### src/sv/ud128_pkg.sv
package ud128_pkg;

	localparam int WordW   = 64;
	localparam int NumBits = 2 * WordW;
	localparam int CntW    = $clog2(NumBits);

	typedef enum logic [2:0] {
		ST_IDLE = 3'b001,
		ST_CALC = 3'b010,
		ST_HOLD = 3'b100
	} state_t;

endpackage

### src/sv/unsigned_divide_128.sv
// channel   valid      stall      payload
// div       div_valid  div_stall  dividend_hi, dividend_lo, divisor_hi, divisor_lo
// res       res_valid  res_stall  quotient_hi, quotient_lo, remainder_hi, remainder_lo, status
//
// one word at a time: one shift-and-subtract step per quotient bit (128), through the
// single 130-bit subtractor; the word is taken in idle, and the hold state hands the
// result to the output register once that register is free.
// arst_n clears the sequencer and the result valid; datapath registers are not reset.
// div_stall is high from the cycle after a word is taken until its result is loaded.
// a waiting result holds the output register; the next divide still starts meanwhile.
module unsigned_divide_128 (
	input  logic                          clk,
	input  logic                          arst_n,
	input  logic                          div_valid,
	output logic                          div_stall,
	input  logic [ud128_pkg::WordW-1:0]   dividend_hi,
	input  logic [ud128_pkg::WordW-1:0]   dividend_lo,
	input  logic [ud128_pkg::WordW-1:0]   divisor_hi,
	input  logic [ud128_pkg::WordW-1:0]   divisor_lo,
	output logic                          res_valid,
	input  logic                          res_stall,
	output logic [ud128_pkg::WordW-1:0]   quotient_hi,
	output logic [ud128_pkg::WordW-1:0]   quotient_lo,
	output logic [ud128_pkg::WordW-1:0]   remainder_hi,
	output logic [ud128_pkg::WordW-1:0]   remainder_lo,
	output logic                          status
);

	localparam int NB = ud128_pkg::NumBits;
	localparam int WW = ud128_pkg::WordW;

	ud128_pkg::state_t           state_q;
	logic [ud128_pkg::CntW-1:0]  cnt_q;
	logic [NB-1:0]               rem_q;
	// dividend bits shift out at the top while quotient bits fill in at the bottom
	logic [NB-1:0]               quo_q;
	logic [NB-1:0]               dvs_q;
	logic                        err_q;

	logic                        res_valid_q;
	logic [NB-1:0]               res_quo_q;
	logic [NB-1:0]               res_rem_q;
	logic                        res_err_q;

	logic [NB:0]                 rem_shift;
	logic [NB+1:0]               diff;
	logic                        take;
	logic                        div_acc;
	logic                        out_free;
	logic                        out_load;

	assign div_acc   = div_valid && (state_q == ud128_pkg::ST_IDLE);
	assign div_stall = (state_q != ud128_pkg::ST_IDLE);
	assign out_free  = !res_valid_q || !res_stall;
	assign out_load  = (state_q == ud128_pkg::ST_HOLD) && out_free;

	always_comb begin
		rem_shift = {rem_q, quo_q[NB-1]};
		diff      = {1'b0, rem_shift} - {2'b00, dvs_q};
		take      = !diff[NB+1];
	end

	always_ff @(posedge clk or negedge arst_n) begin
		if (!arst_n) begin
			state_q     <= ud128_pkg::ST_IDLE;
			cnt_q       <= '0;
			res_valid_q <= 1'b0;
		end else begin
			case (state_q)
				ud128_pkg::ST_IDLE: begin
					if (div_valid) begin
						state_q <= ud128_pkg::ST_CALC;
						cnt_q   <= ud128_pkg::CntW'(NB - 1);
					end
				end
				ud128_pkg::ST_CALC: begin
					cnt_q <= cnt_q - 1'b1;
					if (cnt_q == '0) begin
						state_q <= ud128_pkg::ST_HOLD;
					end
				end
				ud128_pkg::ST_HOLD: begin
					if (out_free) begin
						state_q <= ud128_pkg::ST_IDLE;
					end
				end
				default: begin
					state_q <= ud128_pkg::ST_IDLE;
				end
			endcase
			if (out_load) begin
				res_valid_q <= 1'b1;
			end else if (!res_stall) begin
				res_valid_q <= 1'b0;
			end
		end
	end

	always_ff @(posedge clk) begin
		if (div_acc) begin
			rem_q <= '0;
			quo_q <= {dividend_hi, dividend_lo};
			dvs_q <= {divisor_hi, divisor_lo};
			err_q <= ({divisor_hi, divisor_lo} == '0);
		end else if (state_q == ud128_pkg::ST_CALC) begin
			rem_q <= take ? diff[NB-1:0] : rem_shift[NB-1:0];
			quo_q <= {quo_q[NB-2:0], take};
		end
		if (out_load) begin
			res_quo_q <= err_q ? '0 : quo_q;
			res_rem_q <= err_q ? '0 : rem_q;
			res_err_q <= err_q;
		end
	end

	assign res_valid    = res_valid_q;
	assign quotient_hi  = res_quo_q[NB-1:WW];
	assign quotient_lo  = res_quo_q[WW-1:0];
	assign remainder_hi = res_rem_q[NB-1:WW];
	assign remainder_lo = res_rem_q[WW-1:0];
	assign status       = res_err_q;

endmodule

### config.mk
export PLATFORM = sky130hd
export DESIGN_NAME = unsigned_divide_128
export DESIGN_NICKNAME = d
export VERILOG_FILES = /design/src/sv/ud128_pkg.sv /design/src/sv/unsigned_divide_128.sv
export SDC_FILE = /design/constraint.sdc
export NUM_CORES = 1
export LEC_CHECK = 0
export BUFFER_PORTS_ARGS = -buffer_cell sky130_fd_sc_hd__buf_2
export CAP_MARGIN = 10
export CORE_ASPECT_RATIO = 1.2
export CORE_MARGIN = 1
export CORE_UTILIZATION = 58
export CTS_BUF_LIST = sky130_fd_sc_hd__clkbuf_8 sky130_fd_sc_hd__clkbuf_16
export DETAILED_ROUTE_END_ITERATION = 8
export HOLD_SLACK_MARGIN = 0.12
export PLACE_DENSITY = 0.81
export SYNTH_ARGS = -nofsm -noshare
export SYNTH_HDL_FRONTEND = slang
export SYNTH_SLANG_ARGS = --single-unit
export TNS_END_PERCENT = 10
### constraint.sdc
create_clock -name clk -period 19.9 [get_ports clk]
set_input_delay 0.995 -clock clk [delete_from_list [all_inputs] [get_ports clk]]
set_output_delay 0.995 -clock clk [all_outputs]
set_load 0.01 [all_outputs]
# ---- After elaboration in Yosys (flattened, before gate mapping)
# Index checks and enable logic that the tools add are counted.
dict set report totals {
  ff_bits 653
}
dict set report op_classes {
  n_addsub 2
  eq_ne 8
  muxes 11
  reduce_logical 12
}
# cell n
set op_table {}
lappend op_table {{128-bit 2-to-1 mux} 3}
lappend op_table {{129-bit by 128-bit subtractor with 130-bit output} 1}
lappend op_table {{128-bit logical NOT} 1}
lappend op_table {{7-bit case mux with 2 select lines} 1}
lappend op_table {{3-bit 2-to-1 mux} 3}
lappend op_table {{3-bit case mux with 3 select lines} 1}
lappend op_table {{7-bit logical NOT} 1}
lappend op_table {{7-bit 2-to-1 mux} 1}
lappend op_table {{7-bit by 1-bit subtractor with 7-bit output, second input constant} 1}
lappend op_table {{2-bit inequality test, second input constant} 3}
lappend op_table {{2-bit nonzero test} 2}
lappend op_table {{3-bit by 1-bit == test with 1-bit output, second input constant} 1}
lappend op_table {{3-bit by 2-bit == test with 1-bit output, second input constant} 1}
lappend op_table {{3-bit == test, second input constant} 1}
lappend op_table {{1-bit logical NOT} 3}
lappend op_table {{3-bit by 1-bit inequality test with 1-bit output, second input constant} 1}
lappend op_table {{3-bit AND reduction} 1}
lappend op_table {{1-bit logical AND} 2}
lappend op_table {{1-bit 2-to-1 mux} 2}
lappend op_table {{2-bit by 1-bit inequality test with 1-bit output, second input constant} 1}
lappend op_table {{2-bit AND reduction} 1}
lappend op_table {{1-bit logical OR} 1}

# ---- Logic depth before layout (Yosys ltp)
dict set report logic_depth {
  depth_word 4
  depth_mapped 19
  ltp_nobuf 16
}

# ---- Worst setup path before layout
# Ideal clock, no wire load.
dict set report synth_path {
  kind {in2reg}
  startpoint {input port res_stall}
  endpoint {register res_quo_q[0], enable pin}
  setup_ps 961
  t_arrival_ps 13328
  required_time_ps 18939
  setup_slack_ps 5611
  stages 1
  path_buffers 0
  cell_sequence {a21oi_1}
}
dict set report synth_between {
  elab_chain_cells 3
}
# item line
set synth_rtl {}
lappend synth_rtl {{start: declaration} unsigned_divide_128.sv:21} ;# input logic res_stall,
lappend synth_rtl {{1-bit logical NOT} --}
lappend synth_rtl {{1-bit logical OR} unsigned_divide_128.sv:54} ;# assign out_free = !res_valid_q || !res_stall;
lappend synth_rtl {{1-bit logical AND} unsigned_divide_128.sv:55} ;# assign out_load = (state_q == ud128_pkg::ST_HOLD) && out_free;
lappend synth_rtl {{end signal: assignment} unsigned_divide_128.sv:110} ;# res_quo_q <= err_q ? '0 : quo_q;
lappend synth_rtl {{end: declaration} unsigned_divide_128.sv:41} ;# logic [NB-1:0] res_quo_q;
# Every way passes these cells.
# A chain may end at the register's enable or synchronous reset.

# ---- Worst setup path after layout
dict set report layout_path {
  startpoint {register rem_q[7]}
  endpoint {register rem_q[24]}
}
dict set report layout_between {
  elab_chain_cells 2
}
# item line
set layout_rtl {}
lappend layout_rtl {{start: declaration} unsigned_divide_128.sv:34} ;# logic [NB-1:0] rem_q;
lappend layout_rtl {{start signal: assignment} unsigned_divide_128.sv:106} ;# rem_q <= take ? diff[NB-1:0] : rem_shift[NB-1:0];
lappend layout_rtl {{129-bit by 128-bit subtractor with 130-bit output} unsigned_divide_128.sv:59} ;# diff = {1'b0, rem_shift} - {2'b00, dvs_q};
lappend layout_rtl {{128-bit 2-to-1 mux} unsigned_divide_128.sv:106}
# Every way passes these cells.

==> flow_summary_export.csv <==
group,metric,value,unit
critical_path,timing.rr.end,"rem_q[24]$_SDFFE_PP0P_",
clock_tree,ctsResizeCount,0,
clock_tree,cts_buffers,66,
logic_synthesis,synth-seq-cells,653,
drt,drc_errors,0,
placement,place_ws,14.35,ns
clock_tree,clk_pin_slew,0.06,ns
sta,slew_viol_final,0,
floorplanning,dieArea,0.0590,mm2
critical_path,critPathMaxFanout,99,
sta,max_freq,173,MHz
critical_path,slowest_delay,0.83,ns
final_layout,multiInputGateArea,0.0140,mm2
critical_path,endpoint_kind,"register",
grt,grt_max_degree,190,
critical_path,crit_cells,15,
logic_synthesis,synth_fa_ha_area_frac,0.0489,
clock_tree,cts_setup_buffers,0,
drt,wl_per_cell,21.1,um
logic_synthesis,synth-compound-area-share,0.144,
clock_tree,htreeDepth,3,
drt,vias,27643,
grt,grt_pass1_wl,149000,um
sta,setup_viol,0,
final_layout,layout.area.seq,0.0183,mm2
final_layout,syn_to_final_growth,15.5,%
sta,fin_tns_setup,0,ns
grt,grt_pass1_vias,26614,
critical_path,cp_cell_sequence,"ha_1 > a21oi_1 > o21ai_0 > a221o_1 > or3_1 > o21ai_1 > a211oi_1 > or3_1 > a21oi_4 > o221a_4 > buf_4 > buf_4 > nor2_1 > a21oi_1 > o21ai_0",
drt,drtAntennaViolNets,0,
final_layout,drive_gt1_frac,0.170,
drt,highest_layer,"met5",
logic_synthesis,syn-num-nets,3822,
sta,hold_slack,0.251,ns
clock_tree,clock_path_buffers,3,
critical_path,path_class,"reg2reg",
sta,period_minus_slack,5.77,ns
clock_tree,cts_tree,"done",
clock_tree,cts-root-buf,"clkbuf_16",
drt,dr.pass1.iters,8,
grt,antenna_found_initial,8,
critical_path,cp.arrival,6.25,ns
critical_path,required,20.38,ns
sta,period_share,0.290,
logic_synthesis,synth_cell_type_count,76,
critical_path,reg2reg_setup_slack,14.13,ns
worst_hold_path,hp-class,"in2async",
logic_synthesis,synth-main-ff-cell,"edfxtp_1",
placement,portBuffers,518,
logic_synthesis,synth-edff-count,514,
logic_synthesis,yosysSeqAreaShare,0.543,
drt,wl_met1,38400,um
clock_tree,postCtsHoldBufs,0,
sta,slew_headroom,0.222,
run,cap_violations,0,
drt,wl_met2,47500,um
drt,routed_wl,98400,um
floorplanning,die_w,222,um
logic_synthesis,synth_top_family_by_area,"simple AND/OR/NAND/NOR gates",
sta,rsz0062_at_grt,"no",
critical_path,cp_top_family,"compound AO/OA/AOI/OAI gates",
sta,fin_ws,14.13,ns
critical_path,startpoint_type,"register",
power_and_ir_drop,ir_drop,0.0831,mV
logic_synthesis,avgSynthCellArea,9.80,um2
floorplanning,die_h,266,um
grt,track_usage,0.328,
critical_path,r2r_start,"rem_q[7]$_SDFFE_PP0P_",
logic_synthesis,yosysWarnings,0,
critical_path,cp_num_buf_inv,2,
power_and_ir_drop,leakage,16.0,nW
logic_synthesis,syn_area,0.0336,mm2
sta,hold_viol,0,
outcome,status,"finished clean",
placement,gp_congestion,0.992,
floorplanning,start_util,0.587,
clock_tree,clk_latency,0.62,ns
clock_tree,cts.sinks,653,
logic_synthesis,synth-simple-area-share,0.187,
logic_synthesis,synth_xor_area_frac,0.0302,
placement,place_hpwl,71700,um
logic_synthesis,netlist_instances,3431,
power_and_ir_drop,p_per_area,107,mW/mm2
drt,wl_met3,7280,um
floorplanning,io_pins,519,
sta,finClkSkew,0.0248,ns
drt,drtIter0Drc,2687,
final_layout,fin_nets,4249,
critical_path,reg2regPathDepth,15,
final_layout,fillCellCount,4431,
floorplanning,core,0.0573,mm2
drt,drt-vias-per-instance,5.94,
grt,grt.overflow.total,0,
logic_synthesis,muxShareOfSynthArea,0.00420,
critical_path,slowest_stage,"buf_4",
floorplanning,rows,96,
logic_synthesis,async_flop_share,0.0168,
sta,tightest_slew,1.17,ns
-- sequential cells by signal, summed over array words and instances, names as in the netlist, 3 cells and up --
name       flops
cnt_q          7
dvs_q        128
quo_q        128
rem_q        128
res_quo_q    128
res_rem_q    128
state_q        3
-- worst max-delay path by stage --
| stage | from | to | slack, ns |
|---|---|---|---|
| global route | dvs_q[8]$_DFFE_PP_ | rem_q[24]$_SDFFE_PP0P_ | 13.74 |
| global placement | dvs_q[51]$_DFFE_PP_ | rem_q[34]$_SDFFE_PP0P_ | 14.52 |
| CTS | rem_q[7]$_SDFFE_PP0P_ | rem_q[46]$_SDFFE_PP0P_ | 14.27 |
| finish | rem_q[7]$_SDFFE_PP0P_ | rem_q[24]$_SDFFE_PP0P_ | 14.13 |
| detailed placement | rem_q[7]$_SDFFE_PP0P_ | rem_q[46]$_SDFFE_PP0P_ | 14.35 |
| floorplan | res_stall | res_quo_q[0]$_SDFFCE_PP0P_ | 5.61 |
-- routing by layer --
metal	track usage	up-vias
met5	0	-
met4	0.172	4
met3	0.0588	278
met2	0.554	1273
met1	0.402	13112
li1	-	12976
-- layout by cell type (no fill, tap or decap), drive strengths merged, types with 7 or more instances in the layout --
cell type and count:
a211oi 13, o21bai 40, o21ai 244, clkinv 20, nand2 634, a22o 21
a31oi 13, a221oi 8, and3 7, xor2 39, nor2 196, bufinv 7
buf 537, nor4 45, dfrtp 10, ha 130, a32oi 13, o21a 20
clkbuf 69, dfxtp 128, nand4 75, mux2i 13, and2 7, nand2b 12
o31ai 11, a22oi 10, a21boi 11, or4 7, xnor2 77, inv 202
nand3 35, nor2b 265, a21oi 302, nor3 36, or3 14, edfxtp 514
a21o 57
-- synthesized netlist by cell type (10+ instances only) --
cell type / count / area, um2
nand2_1: 633 / 2380
edfxtp_1: 514 / 15400
a21oi_1: 301 / 1510
nor2b_1: 265 / 1660
o21ai_0: 239 / 1200
nor2_1: 196 / 736
inv_1: 180 / 676
clkbuf_1: 141 / 529
ha_1: 130 / 1630
dfxtp_1: 128 / 2560
xnor2_1: 77 / 674
nand4_1: 75 / 469
a21o_1: 57 / 428
nor4_1: 45 / 282
o21bai_1: 40 / 300
xor2_1: 39 / 342
nand3_1: 35 / 175
nor3_1: 35 / 175
a22o_1: 21 / 184
o21a_1: 20 / 150
buf_2: 19 / 95.1
a211oi_1: 13 / 97.6
a31oi_1: 13 / 81.3
a32oi_1: 13 / 114
mux2i_1: 13 / 130
or3_1: 13 / 81.3
nand2b_1: 12 / 75.1
a21boi_0: 11 / 82.6
o31ai_1: 11 / 82.6
a22oi_1: 10 / 75.1
buf_1: 10 / 37.5
dfrtp_1: 10 / 250
-- power breakdown --
group	total [mW]	switching (mW)	internal, mW	leakage [nW]
Clock	1.26	0.540	0.718	1.12
Sequential	1.90	0.102	1.80	5.93
Combinational	1.01	0.699	0.309	8.95
Total	4.17	1.34	2.83	16.0
-- through the flow --
stage / util / instance area (um2) / total power, mW / cells
after floorplan: - / 33600 / 2.62 / 3431
after global placement: 0.640 / 36700 / 2.90 / 4525
after detailed placement: 0.640 / 36700 / 2.92 / 4525
after CTS: 0.678 / 38800 / 4.18 / 4645
after global routing: 0.678 / 38800 / 4.37 / 4651
final: 0.678 / 38800 / 4.17 / 4651
-- cell type report --
class / count / share of cell area
repair buffers: 537 / 0.0711
well taps: 735 / 0.0237
clock buffers: 69 / 0.0439
clock inverters: 51 / 0.0120
flip-flops and latches: 653 / 0.471
multi-input cells: 2419 / 0.361
diodes: 6 / 0.000387
inverters: 181 / 0.0178
-- logic make-up after synthesis --
group,after synthesis
muxes,14
DFF,653
xor gates and xnor gates,116
adders and majority gates,131
AOI/OAI and AO/OA,812
and+or+nand+nor,1346
buffers and inverters,359
Power figures use the tool's default switching activity.
